`config.mk`:
```
export PLATFORM = sky130hd
export DESIGN_NAME = rcpc_div_cell
export DESIGN_NICKNAME = d
export VERILOG_FILES = /design/src/rtl/core/rcpc_div_cell.sv
export SDC_FILE = /design/constraint.sdc
export NUM_CORES = 1
export LEC_CHECK = 0
export BUFFER_PORTS_ARGS = -buffer_cell sky130_fd_sc_hd__buf_2
export CAP_MARGIN = 0
export CORE_UTILIZATION = 25
export DETAILED_ROUTE_END_ITERATION = 10
export PLACE_DENSITY = 0.5
export SYNTH_ARGS = -nofsm -noshare
export SYNTH_HDL_FRONTEND = slang
export SYNTH_SLANG_ARGS = --single-unit
```
`constraint.sdc`:
```
create_clock -name clk_i -period 0.9 [get_ports clk_i]
set_input_delay 0.045 -clock clk_i [delete_from_list [all_inputs] [get_ports clk_i]]
set_output_delay 0.045 -clock clk_i [all_outputs]
set_load 0.03 [all_outputs]
```
`src/rtl/core/rcpc_div_cell.sv`:
```
module rcpc_div_cell #(
  parameter int unsigned W  = 24,
  parameter int unsigned QW = 32,
  parameter int unsigned PW = 1
) (
  input  logic          clk_i,
  input  logic          rst_ni,
  input  logic          en_i,
  input  logic          valid_i,
  input  logic [W-1:0]  rem_i,
  input  logic [QW-1:0] lo_i,
  input  logic [W-1:0]  div_i,
  input  logic [PW-1:0] pay_i,
  output logic          valid_o,
  output logic [W-1:0]  rem_o,
  output logic [QW-1:0] lo_o,
  output logic [W-1:0]  div_o,
  output logic [PW-1:0] pay_o
);

  logic [W:0]    trial;
  logic [W:0]    diff;
  logic          ge;
  logic [W-1:0]  rem_d;
  logic [QW-1:0] lo_d;

  always_comb begin
    trial = {rem_i, lo_i[QW-1]};
    diff  = trial - {1'b0, div_i};
    ge    = trial >= {1'b0, div_i};
    rem_d = ge ? diff[W-1:0] : trial[W-1:0];
    lo_d  = {lo_i[QW-2:0], ge};
  end

  always_ff @(posedge clk_i or negedge rst_ni) begin
    if (!rst_ni) begin
      valid_o <= 1'b0;
    end else if (en_i) begin
      valid_o <= valid_i;
    end
  end

  always_ff @(posedge clk_i) begin
    if (en_i) begin
      rem_o <= rem_d;
      lo_o  <= lo_d;
      div_o <= div_i;
      pay_o <= pay_i;
    end
  end

endmodule
```
# Word-level counts from Yosys, hierarchy flattened
# Cells that the tools add are included.
[word_totals] register_bits=82 input_bits=85 out_inout_bits=82 wordCells=8
[classes] add_sub_neg=1 n_lt_le_gt_ge=1 n_mux=1
[ops] op="$ge 25x24->1" count=1
[ops] op="$mux 24" count=1
[ops] op="$sub 24x24->24" count=1

# Longest topological paths before layout
# Gate-level depths: netlist of the first run.
[depth] word_depth=2 mapped_depth=11 ltp_nobuf=9

# Least setup slack after synthesis of the first run
# No wires, ideal clock.
[synth_path] path_type="in2reg" from="input port div_i[9]" to="register rem_o[10], data pin" setup_ns=0.260 t_arrival_ns=1.946 required_ns=0.640 setup_slack_ns=-1.306 cell_stages=11 path_buffers=2 cell_sequence="inv_1 -> ha_1 -> buf_6 -> and4_4 -> and3_4 -> a311oi_2 -> a21bo_2 -> nor2_8 -> inv_6 -> buf_12 -> mux2_4"
[synth_via] elab_chain_cells=2 elab_cells_between_ends=3 classes_between="add/sub (1); order compare (1); mux (1)"
[synth_lines] item="from (decl)" line_no="12" text="input logic [W-1:0] div_i,"
[synth_lines] item="$ge 25x24->1" line_no="30" text="ge = trial >= {1'b0, div_i};"
[synth_lines] item="net ge" line_no="23" text="logic ge;"
[synth_lines] item="$mux 24" line_no="31" text="rem_d = ge ? diff[W-1:0] : trial[W-1:0];"
[synth_lines] item="net rem_d[10]" line_no="24" text="logic [W-1:0] rem_d;"
[synth_lines] item="to (signal assigned)" line_no="45" text="rem_o <= rem_d;"
[synth_lines] item="to (decl)" line_no="15" text="output logic [W-1:0] rem_o,"
# The timed path passes the listed nets, and every way through them passes these cells.
# A chain may end at the register's enable or synchronous reset.

# Worst setup path in the final report of the first run
[layout_path] from="input port div_i[4]" to="register rem_o[12], data pin"
[layout_via] elab_chain_cells=2 elab_cells_between_ends=3 classes_between="add/sub (1); order compare (1); mux (1)"
[layout_lines] item="$sub 24x24->24 / $ge 25x24->1 (equally long branches)" line_no="29, 30"
[layout_lines] item="$mux 24 (*)" line_no="31"
[layout_lines] item="net rem_d[12]" line_no="24"
# Mark *: on every way through the listed nets, which the timed path passes. The rest lies on a longest branch.

==> results list, run 1 <==
* Run status: complete, but fails checks
* Failing checks: setup timing
- Of the total power, the share spent switching nets is 0.309.
* Vertical die dimension: 136 µm
* Post-DP HPWL: 10.8 mm
- Num ports: 167
- Post-synthesis instance total: roughly 360
* Most area-consuming cells after synthesis: edfxtp_1 55%, ha_1 6.7%, inv_1 2.8%
* Post-layout nets: 828
- Fraction of layout instances using a drive strength above 1: 0.581
* Setup CP Type: input port to register
- STA classifies the critical path startpoint as an input port.
- Most used cells in the layout excluding fill and tap cells: 126 x buf_4, 96 x buf_6, 81 x edfxtp_1
- Maximum VDD drop: approximately 0.87 mV
- Final Instance Area: 8620 µm²
- After detailed routing, the number of vias per cell comes to 4.55.
* Final worst setup slack: -0.900 ns
- Headroom to the max-slew limit came out at 0.631.
- Number of enable flip-flop cells after synthesis: just over 80
* Most area-hungry cell type in the Yosys netlist: edfxtp_1
- The first global-routing pass estimated between 20 and 25 mm of wire.
* Total routing usage reported by global routing: 0.168
- Of the total power, the clock network draws 0.283.
- The critical path goes through buf_6, inv_4, ha_4, a21o_1, a31oi_4, a2111oi_4, o311a_4, nor2_8, inv_8, mux2_4.
- Min-Delay Path Class: input port to register
* Share of the synthesized area in the top cell type: 0.546
* Source-to-sink clock delay at the later pin of the worst-skew pair: approximately 0.35 ns
- Dividing total power by cell area gives a power density of 1560 nW/µm².
- Skew final: 0 ns
* Clock Sinks: between 80 and 90
* Clock buffer count from CTS: 9
* Max capacitance violation total: 0
- Switching power summed over all nets: 4150 µW
- Delay of the slowest cell on the worst path: around 0.36 ns
- The detailed router finished its first iteration with 241 violations.
- After clock tree synthesis, the clock-pin slew on the worst setup and hold paths is 0.06 ns.
* Overflow left after global routing: 0
- After detailed routing, the total wire length is roughly 15 mm.
* CP max FO: 6
- Most used flip-flop cell after synthesis: edfxtp_1
* Synth async-reset ratio: 0.0122
* Internal power of the cells: ~9300 µW
- The number of antenna violations at the first check in global routing came to 0.
- The largest individual stage delay along the critical path comes from the cell o311a_4.
- For this configuration, the core starts out at a cell density of 0.257.
* Critical path arrival: ~1.9 ns
- Fin. Hold Viols: 0
- TritonCTS clock tree: yes
- STA classifies the critical path endpoint as a register.
- In this run the number of H-tree levels came out at 3.
- During placement, the flow inserted port buffers numbering 166.
- Portion of total power attributed to combinational logic: 0.356
* Core box area: 17400 µm²
- Netlist Area Pre-Place: 4460 µm²
* Number of global-route vias before repair: 4508
- The smallest clock period supported by the final layout is computed as 1.80 ns.
* Maximum clock frequency: 556 MHz
- Routed wirelength normalized by instance count: 15.9 µm
* Number of cells in the finished layout apart from fillers: 948
- Leak: 0.00362 µW
- Area added between synthesis and finish: 93.3%
* Fraction of the cycle the final worst path needs: 2.00
- Entering global routing, the biggest net connects 42 pins.
- The floorplan has 48 rows.
* Net count after synthesis: 472
* Average cell area after synthesis: between 10 and 15 µm²
- Number of synthesized register bits: 82
- The congestion estimate from routability-driven global placement came to around 0.81.
* Max-slew violation total from the final report: 0
- Die Wd: around 140 µm
- Number of distinct library cells after synthesis: 61
- The first detailed-routing pass ran for 4 iterations.
* Proportion of synthesized chip area in sequential cells: 0.551
* Remaining number of nets flagged by the antenna check after routing: 0
* Clock root buffer master: clkbuf_16
* Part of the power in registers: 0.362
- Setup violations remaining at the end of the flow were counted as about 110.
- STA puts the critical path data required time at 1.00 ns.
- Including well taps, the total number of placed cells is 847.
- The clock passes through at most 2 buffers.
* Cell area reported after detailed placement: between 6000 and 7000 µm²
- Leaving out fill and tap cells, the most frequent cell in the layout is buf_4.
* Worst slew pin tran: 0.547 ns
- ANT cells: 0
- DRC violations left: 0
- At the placement stage, the worst setup path has a slack of -1.64 ns.
- Setup repair after global routing missed its margin: true
- The final route contains roughly 4300 vias.
- During synthesis, Yosys emitted a total of 0 warnings.
* Die ar.: 18400 µm²
-- cell type report --
class | count | area, µm²
inverter | 34 | 160
timing repair buffer | 359 | 3080
tap | 225 | 282
multi-input combinational | 231 | 2340
clock inverter | 6 | 63.8
timing repair inverter | 1 | 11.3
clock buffer | 10 | 229
sequential | 82 | 2460
fill | 1535 | 8740
-- path summary, 6_finish.rpt --
path                       startpoint   endpoint  slack, ns  cells past startpoint
hold / removal                   en_i   div_o[6]       0.03                      1
setup reg to reg              valid_o    valid_o       0.11                      1
min in group asynchronous      rst_ni    valid_o       0.56                      3
setup / recovery             div_i[4]  rem_o[12]      -0.90                     10
hold reg to reg               valid_o    valid_o       0.58                      1
max in group asynchronous      rst_ni    valid_o       0.23                      3
-- worst max-delay path: cells and delay by family --
kind / cells / cell delay, ns
mux: 1 / 0.29
buf+inv: 3 / 0.23
fa+ha+maj: 1 / 0.21
simple gates: 1 / 0.19
compound gates: 4 / 0.93
-- kinds of logic (layout without fill, tap and decap cells) --
| family | count (synthesis) | in the layout | share of synthesized area |
|---|---|---|---|
| xor gates and xnor gates | 11 | 11 | 0.0216 |
| muxes | 11 | 11 | 0.0320 |
| AOI/OAI and AO/OA | 96 | 96 | 0.163 |
| buffers and inverters | 49 | 410 | 0.0525 |
| and+or+nand+nor | 88 | 88 | 0.108 |
| DFF | 82 | 82 | 0.551 |
| adders and majority gates | 25 | 25 | 0.0719 |
-- power groups by stage --
stage | Combinational [µW] | Sequential, µW | Clock, µW
floorplan | 1270 | 5650 | 0
global placement | 3530 | 4840 | 0
detailed placement | 3550 | 4850 | 0
CTS | 4680 | 4870 | 3920
global route | 5100 | 4900 | 4040
finish | 4780 | 4860 | 3790
-- Yosys cell counts, drive strengths merged (2+ instances only) --
cell type,count
nand3,16
o31a,4
xor2,3
o31ai,7
nand4,7
nor3,13
xnor2,8
ha,24
mux2,11
a31oi,3
nor2,11
o211a,2
o21ai,15
a2111oi,3
a21oi,24
a21boi,4
nand2,16
o211ai,3
o2111ai,3
and2,2
nor2b,4
or2,2
a211oi,3
nor3b,2
o21bai,2
o21a,9
clkbuf,6
and4,2
o221ai,4
edfxtp,81
inv,34
or3,4
and3,7
buf,9
-- repair_timing --
action / 4_1_cts / 5_1_grt
pin swaps: 36 / 5
buffers inserted: 20 / 4
gates cloned: 1 / 0
setup endpoints to repair: 107 / 107
resized for setup: 262 / 23
hold endpoints to repair: 59 / 1
hold buffers: 59 / 1
-- sequential cells by signal, indices dropped and copies added, names as in the netlist --
register and count:
div_o 24, lo_o 32, pay_o 1, rem_o 24
valid_o 1
-- metrics by stage --
stage / utilization / hold slack (ns) / setup TNS (ns) / total power (µW)
finish: 0.497 / 0.0259 / -23.60 / 13400
global placement: 0.372 / -0.181 / -34.93 / 8370
CTS: 0.488 / -0.0886 / -24.46 / 13500
floorplan: - / -0.251 / -25.71 / 6910
detailed placement: 0.372 / -0.177 / -35.34 / 8390
global route: 0.497 / 0.0220 / -27.24 / 14000
-- per-layer routing --
layer | part of all wire | GRT usage | vias up
met1 | 0.45 | 0.215 | 2062
met5 | 0 | 0 | -
met4 | 0.017 | 0.0687 | 0
li1 | - | - | 2105
met2 | 0.48 | 0.283 | 132
met3 | 0.049 | 0.0251 | 17
Note: power is estimated with default switching activity, not from simulation.
==> inputs of run 2 (changes only) <==
--- a/config.mk
+++ b/config.mk
@@ -10,6 +10,7 @@
 export CORE_UTILIZATION = 25
 export DETAILED_ROUTE_END_ITERATION = 10
 export PLACE_DENSITY = 0.5
+export SETUP_SLACK_MARGIN = 0.4
 export SYNTH_ARGS = -nofsm -noshare
 export SYNTH_HDL_FRONTEND = slang
 export SYNTH_SLANG_ARGS = --single-unit
==> run 2 against run 1 <==
The run ends with hold timing, setup timing left. Fmax decreased by 0.43%. Worst hold slack worse by 0.15 ns. Utilization down 3.1 points. Critical path type unchanged. Highest routed layer unchanged.
==> results list, run 2 (same netlist as run 1, synthesis figures left out) <==
- Num ports: 167 (unchanged)
- The number of nets with antenna violations after routing is 0 (unchanged).
- The maximum number of pins on one net before global-route repair was 39 (-7.1%).
- The tightest min-delay check is of the input port to register type.
* Power Density: 1630 nW/µm² (+4.7%)
- Worst slack on hold paths: -0.125 ns (-0.150 ns)
- The overall die area came to 18400 µm² (unchanged).
- ANT cells: 0 (unchanged)
- The number of hold buffers added after cts is 1 (-98%).
- The total count of max-transition violations in the final report was 0 (unchanged).
- The share of power burned in the clock network is 0.283 (about the same).
- The total via count in the routed design is 4044 (-6.3%).
- Required time of the worst setup path: 0.99 ns (about the same)
- The checks that failed: hold timing, setup timing.
* Setup CP Type: input port to register
- Flip-flop count of the largest register, all copies and words added: 32 (unchanged)
- Maximum clock insertion buffer count: 2 (unchanged)
- Setup repair after global routing missed its margin: true
- Most used cells in the layout excluding fill and tap cells: 123 x buf_4, 106 x buf_6, 81 x edfxtp_1
* Part of the power in registers: 0.368 (+0.006)
* Worst Path Buf+Inv: 3 (unchanged)
* Register bank with the most flops: lo_o
- Core box area: 17400 µm² (unchanged)
* Skew final: 0 ns (unchanged)
* Worst slew pin tran: 0.416 ns (-0.132 ns)
- Final Critical Period: 1.81 ns (+0.00771 ns)
- The flow ran to the end, but the final reports show violations.
- Post-layout nets: 769 (-7.1%)
- DRC violations left: 0 (unchanged)
* Number of input and output port buffers inserted: 166 (unchanged)
* Die Wd: 136 µm (unchanged)
* Internal power of the cells: 9140 µW (-1.5%)
- Vertical die dimension: 136 µm (unchanged)
- The wire length of the first global-routing pass is 22.0 mm (-5.7%).
- The area of placed instances came to 6480 µm² (+0.37%).
* Net Sw Frac: 0.306 (-0.00252)
- The clock latency on the worst-skew pair is 0.34 ns (about the same).
- Post-DP HPWL: 10.6 mm (-1.9%)
- The average detailed-routed wire length per instance is 15.9 µm (+0.12%).
- The clock buffer count from CTS is 9 (unchanged).
* Critical path arrival: 1.90 ns (about the same)
- Total routing usage reported by global routing: 0.159 (-0.00964)
* Startpoint class of the critical path: input port
- Overflow left after global routing: 0 (unchanged)
- The kind of cell with the highest combined delay along the critical path is compound AO/OA/AOI/OAI gates.
- The max-capacitance violation count is 0 (unchanged).
- Delay of the slowest cell on the worst path: 0.36 ns (about the same)
- Number of cell rows: 48 (unchanged)
- Leaving out fill and tap cells, the most frequent cell in the layout is buf_4.
- Initial antenna violation count: 0 (unchanged)
- The starting utilization of the core area is 0.257 (unchanged).
* CP max FO: 6 (unchanged)
- The number of optimization iterations in the first detailed-route pass was 4 (unchanged).
- The maximum clock frequency came to 553 MHz (-0.43%).
- Slowest library cell on the worst path: o311a_4
- Crit path cell chain: buf_8, inv_4, ha_4, a21o_1, a31oi_4, a2111oi_4, o311a_4, nor2_8, inv_8, mux2_4
- The count of H-tree levels built during CTS is 3 (unchanged).
* Post-Route Utilization: 0.465 (-0.0314)
- Compared with the post-synthesis result, the final layout area differs by 81.1%.
* Fin. Hold Viols: 56 (+56)
- The clock transition at the register clock pins on the worst setup and hold paths after CTS is 0.07 ns (about the same).
- Number of global-route vias before repair: 4126 (-8.5%)
* Final worst setup slack: -0.908 ns (-0.00770 ns)
* Leak: 0.00338 µW (-6.5%)
- The worst setup path is captured at a register.
* Registers with the most flip-flops: lo_o x32, div_o x24, rem_o x24
* Slew headroom: 0.723 (+0.0918)
- The post-route clock period utilization was 2.01 (+0.00856).
* Aggregate routed wire length: 14.1 mm (-6.1%)
- Clock Sinks: 82 (unchanged)
- Aggregate negative setup slack: -22.07 ns (+1.53 ns)
- Maximum VDD drop: 0.919 mV (+5.8%)
- Fraction of layout instances using a drive strength above 1: 0.636 (+0.0546)
- Setup slack after placement: -1.58 ns (+0.0520 ns)
- The total of endpoints with negative setup slack in the final report came to 107 (unchanged).
* TritonCTS clock tree: yes
- Switching power summed over all nets: 4030 µW (-2.7%)
- The proportion of power drawn by combinational gates was 0.349 (-0.007).
- Detailed Route Iter0 Violations: 167 (-31%)
* Weighted congestion at the end of routability-driven global placement: 0.813 (+0.92%)
- The mean number of vias per cell was 4.55 (about the same).
- The worst-case register-to-register setup slack was 0.13 ns (+0.02 ns).
- The finished layout cell area was 8070 µm² (-6.3%).
- Clock root buffer master: clkbuf_16
## run 2: cell types whose count changed in the layout (fill, tap and decap cells not counted), moves of 3 or more
cell	delta
buf_4	-3
buf_2	-9
dlygate4sd3_1	-59
buf_6	+10
inv_1	-4
inv_2	+4
nor3_4	-3
## run 2: per-stage QoR
step,instances,total power [µW],hold slack (ns)
2_1_floorplan,362,6920,-0.251
3_3_place_gp,850,8390,-0.181
3_5_place_dp,850,8410,-0.177
4_1_cts,879,13100,-0.141
5_1_grt,889,13800,-0.144
6_report,889,13200,-0.125
## run 2: final timing paths
| path | start | endpoint | depth (start not counted) |
|---|---|---|---|
| min in group asynchronous | rst_ni | valid_o | 2 |
| max reg2reg | valid_o | valid_o | 1 |
| min | div_i[14] | div_o[14] | 1 |
| min reg2reg | valid_o | valid_o | 1 |
| max | div_i[4] | rem_o[11] | 10 |
| max in group asynchronous | rst_ni | valid_o | 2 |
## run 2: per-layer routing
| metal | part of all wire | vias to the layer above | global-route usage |
|---|---|---|---|
| li1 | - | 1980 | - |
| met1 | 0.45 | 1940 | 0.207 |
| met2 | 0.49 | 111 | 0.256 |
| met3 | 0.047 | 13 | 0.0333 |
| met4 | 0.014 | 0 | 0.0605 |
| met5 | 0 | - | 0 |
## run 2: what timing repair did
| action | 4_1_cts | 5_1_grt |
|---|---|---|
| setup buffers | 11 | 10 |
| setup endpoints to repair | 108 | 108 |
| gates cloned | 1 | 0 |
| gates resized for setup | 248 | 52 |
| endpoints found under the hold margin | 60 | 56 |
| pin swaps | 30 | 21 |
## run 2: final cells by class
| cell class | count | area, µm² |
|---|---|---|
| Timing Repair inverter | 1 | 11.3 |
| Clock inverter | 7 | 68.8 |
| Timing Repair Buffer | 300 | 2570 |
| Fill cell | 1582 | 9280 |
| Multi-Input combinational cell | 231 | 2300 |
| Clock buffer | 9 | 225 |
| Sequential cell | 82 | 2460 |
| Inverter | 34 | 160 |
| Tap cell | 225 | 282 |
## run 2: power by group through the flow
stage	sequential, µW	clock [µW]	combinational (µW)
after global routing	4900	3960	4920
after detailed placement	4840	0	3570
final	4860	3730	4590
after global placement	4840	0	3550
after CTS	4870	3860	4420
after floorplan	5650	0	1270
